**config.mk**
```make
export PLATFORM = sky130hd
export DESIGN_NAME = gbw_div
export DESIGN_NICKNAME = d
export VERILOG_FILES = /design/src/gbw_div.sv
export SDC_FILE = /design/constraint.sdc
export NUM_CORES = 1
export LEC_CHECK = 0
export BUFFER_PORTS_ARGS = -buffer_cell sky130_fd_sc_hd__buf_4
export CAP_MARGIN = 5
export CELL_PAD_IN_SITES_DETAIL_PLACEMENT = 0
export CELL_PAD_IN_SITES_GLOBAL_PLACEMENT = 2
export CORE_MARGIN = 3
export CORE_UTILIZATION = 41
export CTS_CLUSTER_DIAMETER = 120
export DETAILED_ROUTE_END_ITERATION = 10
export PLACE_DENSITY = 0.74
export SKIP_CTS_REPAIR_TIMING = 1
export SYNTH_ARGS = -nofsm -noshare
export SYNTH_HDL_FRONTEND = slang
export SYNTH_SLANG_ARGS = --single-unit
```
**constraint.sdc**
```tcl
create_clock -name clk -period 2.4 [get_ports clk]
set_clock_uncertainty 0.15 [all_clocks]
set_input_delay 0.48 -clock clk [delete_from_list [all_inputs] [get_ports clk]]
set_output_delay 0.48 -clock clk [all_outputs]
set_load 0.02 [all_outputs]
```
**src/gbw_div.sv**
```systemverilog
module gbw_div #(
  parameter int LANES  = 1,
  parameter int NUM_W  = 8,
  parameter int DEN_W  = 4,
  parameter int Q_W    = 4,
  parameter int SIDE_W = 1
) (
  input  logic                              clk,
  input  logic                              rst,
  input  logic                              adv,
  input  logic                              in_valid,
  input  logic [LANES-1:0][NUM_W-1:0]       num,
  input  logic [LANES-1:0][DEN_W-1:0]       den,
  input  logic [SIDE_W-1:0]                 side_in,
  output logic                              out_valid,
  output logic [LANES-1:0][Q_W-1:0]         quo,
  output logic [SIDE_W-1:0]                 side_out
);

  logic [LANES-1:0][DEN_W-1:0] rem_r  [Q_W];
  logic [LANES-1:0][DEN_W-1:0] den_r  [Q_W];
  logic [LANES-1:0][Q_W-1:0]   low_r  [Q_W];
  logic [LANES-1:0][Q_W-1:0]   quo_r  [Q_W];
  logic [SIDE_W-1:0]           side_r [Q_W];
  logic [Q_W-1:0]              vld;

  // one quotient bit per stage, msb first
  for (genvar k = 0; k < Q_W; k++) begin : g_stage
    logic [LANES-1:0][DEN_W-1:0] rem_i, den_i, rem_n;
    logic [LANES-1:0][Q_W-1:0]   low_i, quo_i, low_n, quo_n;
    logic [LANES-1:0][DEN_W:0]   trial;
    logic [LANES-1:0]            ge;
    logic [SIDE_W-1:0]           side_i;

    if (k == 0) begin : g_first
      always_comb begin
        for (int l = 0; l < LANES; l++) begin
          rem_i[l] = DEN_W'(num[l] >> Q_W);
          low_i[l] = num[l][Q_W-1:0];
          quo_i[l] = '0;
        end
      end
      assign den_i  = den;
      assign side_i = side_in;
    end else begin : g_next
      assign rem_i  = rem_r[k-1];
      assign low_i  = low_r[k-1];
      assign quo_i  = quo_r[k-1];
      assign den_i  = den_r[k-1];
      assign side_i = side_r[k-1];
    end

    always_comb begin
      for (int l = 0; l < LANES; l++) begin
        trial[l] = {rem_i[l], low_i[l][Q_W-1]};
        ge[l]    = trial[l] >= {1'b0, den_i[l]};
        rem_n[l] = ge[l] ? DEN_W'(trial[l] - {1'b0, den_i[l]}) : trial[l][DEN_W-1:0];
        low_n[l] = {low_i[l][Q_W-2:0], 1'b0};
        quo_n[l] = {quo_i[l][Q_W-2:0], ge[l]};
      end
    end

    always_ff @(posedge clk) begin
      if (adv) begin
        rem_r[k]  <= rem_n;
        den_r[k]  <= den_i;
        low_r[k]  <= low_n;
        quo_r[k]  <= quo_n;
        side_r[k] <= side_i;
      end
    end
  end

  always_ff @(posedge clk) begin
    if (rst) begin
      vld <= '0;
    end else if (adv) begin
      vld <= {vld[Q_W-2:0], in_valid};
    end
  end

  assign out_valid = vld[Q_W-1];
  assign quo       = quo_r[Q_W-1];
  assign side_out  = side_r[Q_W-1];

endmodule

```
## After elaboration in Yosys (flattened, before gate mapping)

Memory sizes are Yosys's and may differ from the RTL's.
Index checks and enable logic that the tools add are counted.

- Bits in registers: 4
- Memories kept: 5
- Bits in writable memories: 64
- Input bits: 17
- Logic and storage cells: 20

- Muxes and demuxes: 6
- Add/sub/neg operators: 4
- Magnitude comparators: 4

Memories:

| name | depth | bits a word | read ports | clocked after memory_dff | wr ports | RTL line | source |
|---|---|---|---|---|---|---|---|
| den_r | 4 | 4 | 3 | 0 | 4 | 21 | `logic [LANES-1:0][DEN_W-1:0] den_r [Q_W];` |
| quo_r | 4 | 4 | 4 | 0 | 4 | 23 | `logic [LANES-1:0][Q_W-1:0] quo_r [Q_W];` |
| rem_r | 4 | 4 | 3 | 0 | 4 | 20 | `logic [LANES-1:0][DEN_W-1:0] rem_r [Q_W];` |
| low_r | 4 | 3 | 3 | 0 | 4 | 22 | `logic [LANES-1:0][Q_W-1:0] low_r [Q_W];` |
| side_r | 4 | 1 | 4 | 0 | 4 | 24 | `logic [SIDE_W-1:0] side_r [Q_W];` |

Operator list:

| kind | count |
|---|---|
| >= comparator 5 x 4 -> 1 bit | 4 |
| two-way mux 4 bit | 4 |
| subtractor 4 bit | 4 |
| two-way mux 1 bit | 2 |

## Logic depth before layout (Yosys ltp)

Gate-level depths: netlist of the first run.
An unclocked memory read counts as a cell.

- Depth in word-level cells: 3
- Gate-level depth with buffers: 6
- Mapped depth without buffers: 6

## Worst setup path before layout of the first run

No wires, ideal clock.

- Kind: input to register
- Start point: input den[2] (netlist name)
- End point: memory rem_r[0][2] (netlist name), data pin
- Arrival: 1.462 ns
- Stages on the path: 6
- Setup time: 0.260 ns
- Setup slack: 0.527 ns
- Required time: 1.990 ns
- Cells stage by stage: inv_1 > ha_1 > o21ai_1 > a21oi_2 > nor2_4 > mux2_4

RTL lines:

| item | RTL line | source |
|---|---|---|
| start: declaration | 13 | `input logic [LANES-1:0][DEN_W-1:0] den,` |
| end: declaration | 20 |  |

==> results of run 1 <==
path summary, 6_finish.rpt:
check | from | to | cells past startpoint
setup / recovery | den_r[1][1] | rem_r[2][2] | 6
hold / removal | num[1] | low_r[0][1] | 1
setup reg to reg | den_r[1][1] | rem_r[2][2] | 6
hold reg to reg | low_r[0][1] | low_r[1][2] | 0
registers in the layout, indices dropped and copies added, names as in the netlist:
signal and cells:
rem_r 12, low_r 6, den_r 12, vld 4, quo_r 10, side_r 4
cells by family after synthesis:
logic type	after synthesis
DFF	48
and+or+nand+nor	35
buffers and inverters	23
adders and majority gates	19
muxes	13
AOI/OAI and AO/OA	12
xor gates and xnor gates	3
stage by stage:
stage	instances	area [sq um]	power (mW)	util (%)
2_1_floorplan	153	2180	1.35	-
3_3_place_gp	241	2420	1.44	49.4
3_5_place_dp	241	2420	1.46	49.4
4_1_cts	249	2520	1.96	51.3
5_1_grt	249	2520	2.04	51.3
6_report	249	2520	1.93	51.3
power by group through the flow:
stage	sequential [mW]	combinational, mW	clock [mW]
after floorplan	1.08	0.262	0
after global placement	1.08	0.364	0
after detailed placement	1.08	0.374	0
after CTS	1.06	0.375	0.521
after global routing	1.07	0.421	0.546
final	1.06	0.367	0.500
layout make-up:
cell class,instances,area [sq um]
Clock inverter,2,13.8
Tap cell,67,83.8
Fill cell,440,2390
Inverter,22,82.6
Sequential cell,48,1400
Multi-Input combinational cell,82,691
Clock buffer,6,82.6
Timing Repair Buffer,22,165
routing by layer:
layer	track usage (%)	up-vias	share of wire [%]
met4	3.61	0	1.4
met1	11.0	535	39
li1	-	594	-
met3	3.06	5	3.7
met2	20.5	17	55
met5	0	-	0
placed cells by master, fill, tap and decap left out:
cell type,netlist,layout
a21oi_1,3,3
a21oi_2,3,3
clkinv_2,0,1
nand4_1,3,3
ha_1,16,16
fa_1,3,3
clkbuf_8,0,6
dfxtp_1,4,4
inv_1,22,22
nor2_4,3,3
a211o_1,1,1
a21o_1,2,2
nand2b_1,4,4
nand2_1,3,3
edfxtp_1,44,44
nor2_1,16,16
mux2i_1,10,10
inv_6,0,1
mux2_4,3,3
o21ai_1,3,3
xnor2_1,3,3
nor3_1,6,6
buf_4,0,22
==> out/metrics.yaml, run 1 <==
syn_nets: 189
cts.clk_slew.worst_paths_ns: 0.09
grt-ovfl-total: 0
rsz0062_at_grt: "no"
drv_cap: 0
yosys.area_share.simple_pct: 8.21
syn2layout_area_growth_pct: 15.7
cts_tree: "yes"
synth_adder_area_share_pct: 11.9
gp_congestion: 0.761
fp.dieArea_sq_um: 6220
synth-edff-count: 44
p_switching_uw: 487
cp_cell_sequence: "inv_1 > ha_1 > nand4_1 > nand2_1 > nor2_4 > mux2_4"
ant_nets: 0
globalRouteTotalUtil_pct: 10.7
cp-start-kind: "register"
syn_avg_cell_area_sq_um: 14.2
cp_top_family: "flip-flops"
internal_power_mw: 1.44
pre_cts_slack_ns: 0.338
diodes: 0
die_h_um: 78.9
drcViolationCount: 0
fmax_mhz: 536
finalHoldViolations: 0
cts_buffer_depth: 2
cts_buffers: 5
slew_viol_final: 0
avgViaCountPerCell: 4.62
antenna_found_initial: 0
worstSkewPairLatency_ns: 0.29
synthTopCellsByArea: "edfxtp_1 (61%), ha_1 (9.2%), mux2i_1 (4.6%)"
setup_tns_ns: 0
finalCritPeriodShare_pct: 77.7
synth_common_cells: "edfxtp_1 (44), inv_1 (22), ha_1 (16), nor2_1 (16), mux2i_1 (10)"
syn_inst: 153
tightest_slew_ns: 0.599
h-tree-depth: 2
yosysTopAreaCell: "edfxtp_1"
ir_worst_vdd_mv: 0.370
slowest_stage: "edfxtp_1"
p_comb_share_pct: 19.0
clockPowerShare_pct: 25.9
hp-class: "in2reg"
nets: 217
crit_buf_inv: 1
finalSetupViolations: 0
port_buffers: 22
wire_per_inst_um: 12.2
synth-main-ff-cell: "edfxtp_1"
slowest_delay_ns: 0.45
critPathMaxFanout: 4
io_pins: 23
fin_crit_ns: 1.86
synthArstFlopShare_pct: 0
ys_warn_count: 0
p_sw_share_pct: 25.2
syn_area_sq_um: 2180
setup.worst_path.end_class: "register"
synth_top_family_by_area: "adder cells"
seq_power_share_pct: 55.1
path_class: "reg2reg"
worstPathArrival_ns: 1.77
status: "finished clean"
ys_seq_elements: 48
firstDrtPassIters: 2
grt_max_degree: 49
powerDensity_nw_per_um2: 766
root_buffer: "clkbuf_8"
rows: 25
wl_mm: 3.04
synthXorXnorAreaFrac_pct: 1.21
slew_headroom_pct: 60.0
yosysMostFrequentCell: "edfxtp_1"
synth_cell_types: 20
drive_above_1_share_pct: 21.4
grt_pass1_vias: 1260
worstPathRequired_ns: 2.30
synth.area.mux_share_pct: 6.66
start_util_pct: 44.4
clock_sinks: 48
post-dp-hpwl_mm: 2.28
netlist.area_leader.share_pct: 60.7
setup_slack_ns: 0.536
synth_compound_area_share_pct: 3.68
p_leak_nw: 1.05
grt_pass1_wl_mm: 5.23
ys_seq_area_share_pct: 64.3
holdWs_ns: 0.204
fp.coreArea_sq_um: 4910
vias: 1151
die_x_um: 78.9
drtIter0Drc: 32
reg2reg_slack_ns: 0.54
Power figures use the tool's default switching activity.
==> run 2: changes to the inputs <==
CORE_UTILIZATION = 37   (was 41)
PLACE_DENSITY = 0.71   (was 0.74)
clock period = 1.6 ns   (was 2.4 ns; I/O delays follow)
==> run 2 against run 1 <==
Net effect:
- the run now ends with setup timing left
- maximum frequency up 5.7%
- hold slack worse by 0.16 ns
- worst setup slack worse by 0.70 ns
- register-to-register slack worse by 0.70 ns
- first-iteration DRC count is 53% higher
- cell count rose by 17%
- via count grew 16%
- core utilization is 3.7 points higher
- sequential share of layout area down 10 points
- routed wire length increased by 23%
- sequential cell count is the same
- critical path type unchanged
- largest cell class unchanged
- largest power group unchanged
==> out/metrics.yaml, run 2 (same netlist as run 1, synthesis figures left out) <==
grt_util_met2_pct: 20.2
root_buffer: "clkbuf_8"
setup.worst_path.end_class: "register"
finalSetupViolations: 11
worstSkewPairLatency_ns: 0.29
dpl.cell_count: 275
port_buffers: 22
grt_pass1_wl_mm: 5.58
grt_pass1_vias: 1280
worstPathRequired_ns: 1.51
setup_slack_ns: -0.163
r2r-end: "rem_r[2][2]"
cts.clk_slew.worst_paths_ns: 0.09
reg2reg_slack_ns: -0.16
rsz0062_at_grt: "yes"
worstPathArrival_ns: 1.67
fin_crit_ns: 1.76
nets: 255
finish.utilization_pct: 55.0
p_leak_nw: 1.26
reg_top3: "den_r (12), rem_r (12), quo_r (10)"
finalCritPeriodShare_pct: 110
cp-start-kind: "register"
gp_congestion: 0.755
regArea_sq_um: 1400
fillCellCount: 490
critPathCapture: "rem_r[2][2]"
ir_worst_vdd_mv: 0.468
power.total_mw: 3.40
cp_cell_sequence: "inv_2 > ha_4 > nand4_1 > nand2_2 > nor2_4 > mux2_4"
cp_top_family: "flip-flops"
pre_cts_slack_ns: -0.217
start_util_pct: 38.8
globalRouteTotalUtil_pct: 11.2
drcViolationCount: 0
fp.dieArea_sq_um: 6840
fp.coreArea_sq_um: 5610
multi_input_area_sq_um: 923
h-tree-depth: 2
ant_nets: 0
cts_buffers: 5
post-dp-hpwl_mm: 2.68
clock_sinks: 48
drtIter0Drc: 49
die_x_um: 82.7
slowest_stage: "edfxtp_1"
violations: "setup timing"
rr_worst_depth: 6
vias: 1333
slowest_delay_ns: 0.45
finalNonFillerCells: 292
holdWs_ns: 0.0450
busiest_layer: "met2"
diodes: 0
wl_mm: 3.75
avgViaCountPerCell: 4.57
finalHoldViolations: 0
syn2layout_area_growth_pct: 41.5
path_class: "reg2reg"
antenna_found_initial: 0
firstDrtPassIters: 4
worstSetupPathDepth: 6
cts_tree: "yes"
drive_above_1_share_pct: 53.6
crit_buf_inv: 1
slew_headroom_pct: 83.7
startpoint: "den_r[1][3]"
mostFrequentLayoutCells: "buf_4 (58), edfxtp_1 (44), inv_1 (12), nor2_1 (12)"
grt-ovfl-total: 0
fmax_mhz: 567
wire_per_inst_um: 12.8
hp-class: "in2reg"
cts_buffer_depth: 2
status: "finished with violations"
final_common_cell: "buf_4"
io_pins: 23
die_h_um: 82.7
drv_cap: 0
tightest_slew_ns: 0.243
rows: 27
critPathMaxFanout: 3
grtUsageMet1_pct: 11.6
powerDensity_nw_per_um2: 1100
grt_max_degree: 21
use_met3_pct: 3.69
reg2reg_from: "den_r[1][3]"
slew_viol_final: 0
-- run 2: area by class of cell --
type / count / area share, %
Clock inverter: 3 / 1.54
Multi-Input combinational cell: 82 / 30.0
Sequential cell: 48 / 45.5
Clock buffer: 5 / 2.23
Timing Repair Buffer: 60 / 15.1
Tap cell: 72 / 2.92
Inverter: 22 / 2.76
-- run 2: how the worst min path moves through the flow --
stage                 from          end  slack (ns)  cells after the start
6_report            num[0]  low_r[0][0]        0.05                      1
5_1_grt             num[0]  low_r[0][0]        0.02                      1
4_1_cts             num[1]  low_r[0][1]        0.03                      1
3_5_place_dp   quo_r[0][0]  quo_r[1][1]        0.26                      0
3_3_place_gp     side_r[2]    side_r[3]        0.25                      0
2_1_floorplan          rst       vld[0]        0.24                      1
-- run 2: stage by stage --
| step | area, sq um | TNS (ns) |
|---|---|---|
| finish | 3080 | -0.966 |
| global route | 3080 | -1.71 |
| CTS | 2880 | -1.45 |
| detailed placement | 2760 | -1.83 |
| global placement | 2760 | -1.53 |
| floorplan | 2280 | -0.398 |
-- run 2: per-layer routing --
layer	part of all wire [%]	up-vias	wire, um
met5	0	-	0
met3	3.6	2	134
met1	38	640	1430
li1	-	669	-
met4	0.93	0	35
met2	57	22	2150
-- run 2: power breakdown --
part	total, mW	switching (mW)	internal, mW
clock network	0.875	0.404	0.471
registers	1.61	0.0631	1.55
logic	0.919	0.403	0.517
==> run 3: changes to the inputs <==
PLACE_DENSITY = 0.74   (was 0.71)
==> run 3 against run 2 <==
Net effect:
- the run still ends with setup timing left
- core utilization grew 0.85 points
- via count grew 1.2%
- hold slack lost 0.0016 ns
- global-route usage grew 0.46 points
- clock power grew 18%
- clock-buffer cell count is the same
- register-to-register slack lost 0.03 ns
- sequential share of layout area shrank 0.69 points
- sequential power is essentially flat
- first-iteration DRC count shrank 51%
- non-clock buffer count shrank 2
- critical endpoint is now rem_r[1][2]
- largest cell class unchanged
- highest routed layer unchanged
==> out/metrics.yaml, run 3 (same netlist as run 1, synthesis figures left out) <==
dpl.cell_count: 270
powerDensity_nw_per_um2: 1150
finalCritPeriodShare_pct: 112
rsz0062_at_grt: "yes"
worstPathRequired_ns: 1.50
slowest_delay_ns: 0.47
slew_viol_final: 0
setup_slack_ns: -0.191
reg_top3: "den_r (12), rem_r (12), quo_r (10)"
start_util_pct: 38.8
clock_sinks: 48
path_class: "reg2reg"
wire_per_inst_um: 13.5
wl_mm: 3.92
nets: 253
r2r-end: "rem_r[1][2]"
die_x_um: 82.7
fp.dieArea_sq_um: 6840
globalRouteTotalUtil_pct: 11.7
drive_above_1_share_pct: 53.7
slowest_stage: "edfxtp_1"
fin_area_sq_um: 3130
grt-ovfl-total: 0
slew_headroom_pct: 81.2
pre_cts_slack_ns: -0.198
cts_buffer_depth: 2
avgViaCountPerCell: 4.65
cts_buffers: 5
root_buffer: "clkbuf_8"
hp-class: "in2reg"
setup.worst_path.end_class: "register"
drcViolationCount: 0
tightest_slew_ns: 0.282
finalHoldViolations: 0
hold_start: "num[0]"
drtIter0Drc: 24
multi_input_area_sq_um: 945
final_common_cell: "buf_4"
cts.clk_slew.worst_paths_ns: 0.09
hold_path_end: "low_r[0][0]"
rows: 27
fillCellCount: 477
post-dp-hpwl_mm: 2.83
min_path_cells: 1
mostFrequentLayoutCells: "buf_4 (53), edfxtp_1 (44), nor2_1 (12), ha_4 (12), inv_1 (11)"
firstDrtPassIters: 4
fp.coreArea_sq_um: 5610
holdWs_ns: 0.0434
die_h_um: 82.7
antenna_found_initial: 0
diodes: 0
placed_cell_area_sq_um: 2740
h-tree-depth: 2
ant_nets: 0
finalNonFillerCells: 290
grt_pass1_wl_mm: 5.89
fmax_mhz: 558
grt_max_degree: 19
worstPathArrival_ns: 1.69
regArea_sq_um: 1400
cp-start-kind: "register"
worstSetupPathDepth: 4
grt_pass1_vias: 1322
drv_cap: 0
status: "finished with violations"
io_pins: 23
finalSetupViolations: 9
vias: 1349
rr_worst_depth: 4
reg2reg_from: "den_r[0][0]"
cp_top_family: "adder cells"
syn2layout_area_growth_pct: 43.7
violations: "setup timing"
setup_tns_ns: -1.01
worstSkewPairLatency_ns: 0.30
gp_congestion: 0.756
cts_tree: "yes"
fin_crit_ns: 1.79
port_buffers: 22
crit_buf_inv: 0
cp_cell_sequence: "ha_4 > fa_2 > xnor2_1 > mux2_4"
p_leak_nw: 1.27
reg2reg_slack_ns: -0.19
critPathMaxFanout: 2
ir_worst_vdd_mv: 0.487
-- run 3: power breakdown --
part	switching (mW)	internal (mW)	leakage, nW
Combinational	0.407	0.541	0.738
Sequential	0.0668	1.55	0.460
Clock	0.401	0.629	0.0687
Total	0.876	2.72	1.27
-- run 3: per-layer routing --
metal | up-vias | track usage (%) | wire [um]
li1 | 667 | - | -
met1 | 645 | 11.9 | 1400
met2 | 27 | 22.0 | 2270
met3 | 10 | 3.58 | 149
met4 | 0 | 4.58 | 98
met5 | - | 0 | 0
-- run 3: stage by stage --
| step | util [%] | power [mW] |
|---|---|---|
| 2_1_floorplan | - | 2.07 |
| 3_3_place_gp | 48.8 | 2.35 |
| 3_5_place_dp | 48.8 | 2.38 |
| 4_1_cts | 51.2 | 3.40 |
| 5_1_grt | 55.8 | 3.78 |
| 6_report | 55.8 | 3.59 |
-- run 3: worst max path at each step --
stage	slack [ns]	end	startpoint
after global routing	-0.23	rem_r[1][2]	den_r[0][0]
after detailed placement	-0.20	rem_r[1][2]	den_r[0][0]
after CTS	-0.22	rem_r[1][2]	den_r[0][0]
after floorplan	-0.14	rem_r[1][2]	den_r[0][1]
final	-0.19	rem_r[1][2]	den_r[0][0]
after global placement	-0.17	rem_r[0][2]	den[2]
-- run 3: area by class of cell --
cell class | count | share of cell area, %
clock inverter | 3 | 2.20
tap | 72 | 2.88
multi-input combinational | 82 | 30.2
inverter | 22 | 2.72
sequential | 48 | 44.8
timing repair buffer | 58 | 15.1
clock buffer | 5 | 2.20
-- run 3: worst reg2reg max path, cell delays in order (launching register included) --
cell,delay [ns]
edfxtp_1,0.47
ha_4,0.20
fa_2,0.33
xnor2_1,0.13
mux2_4,0.26
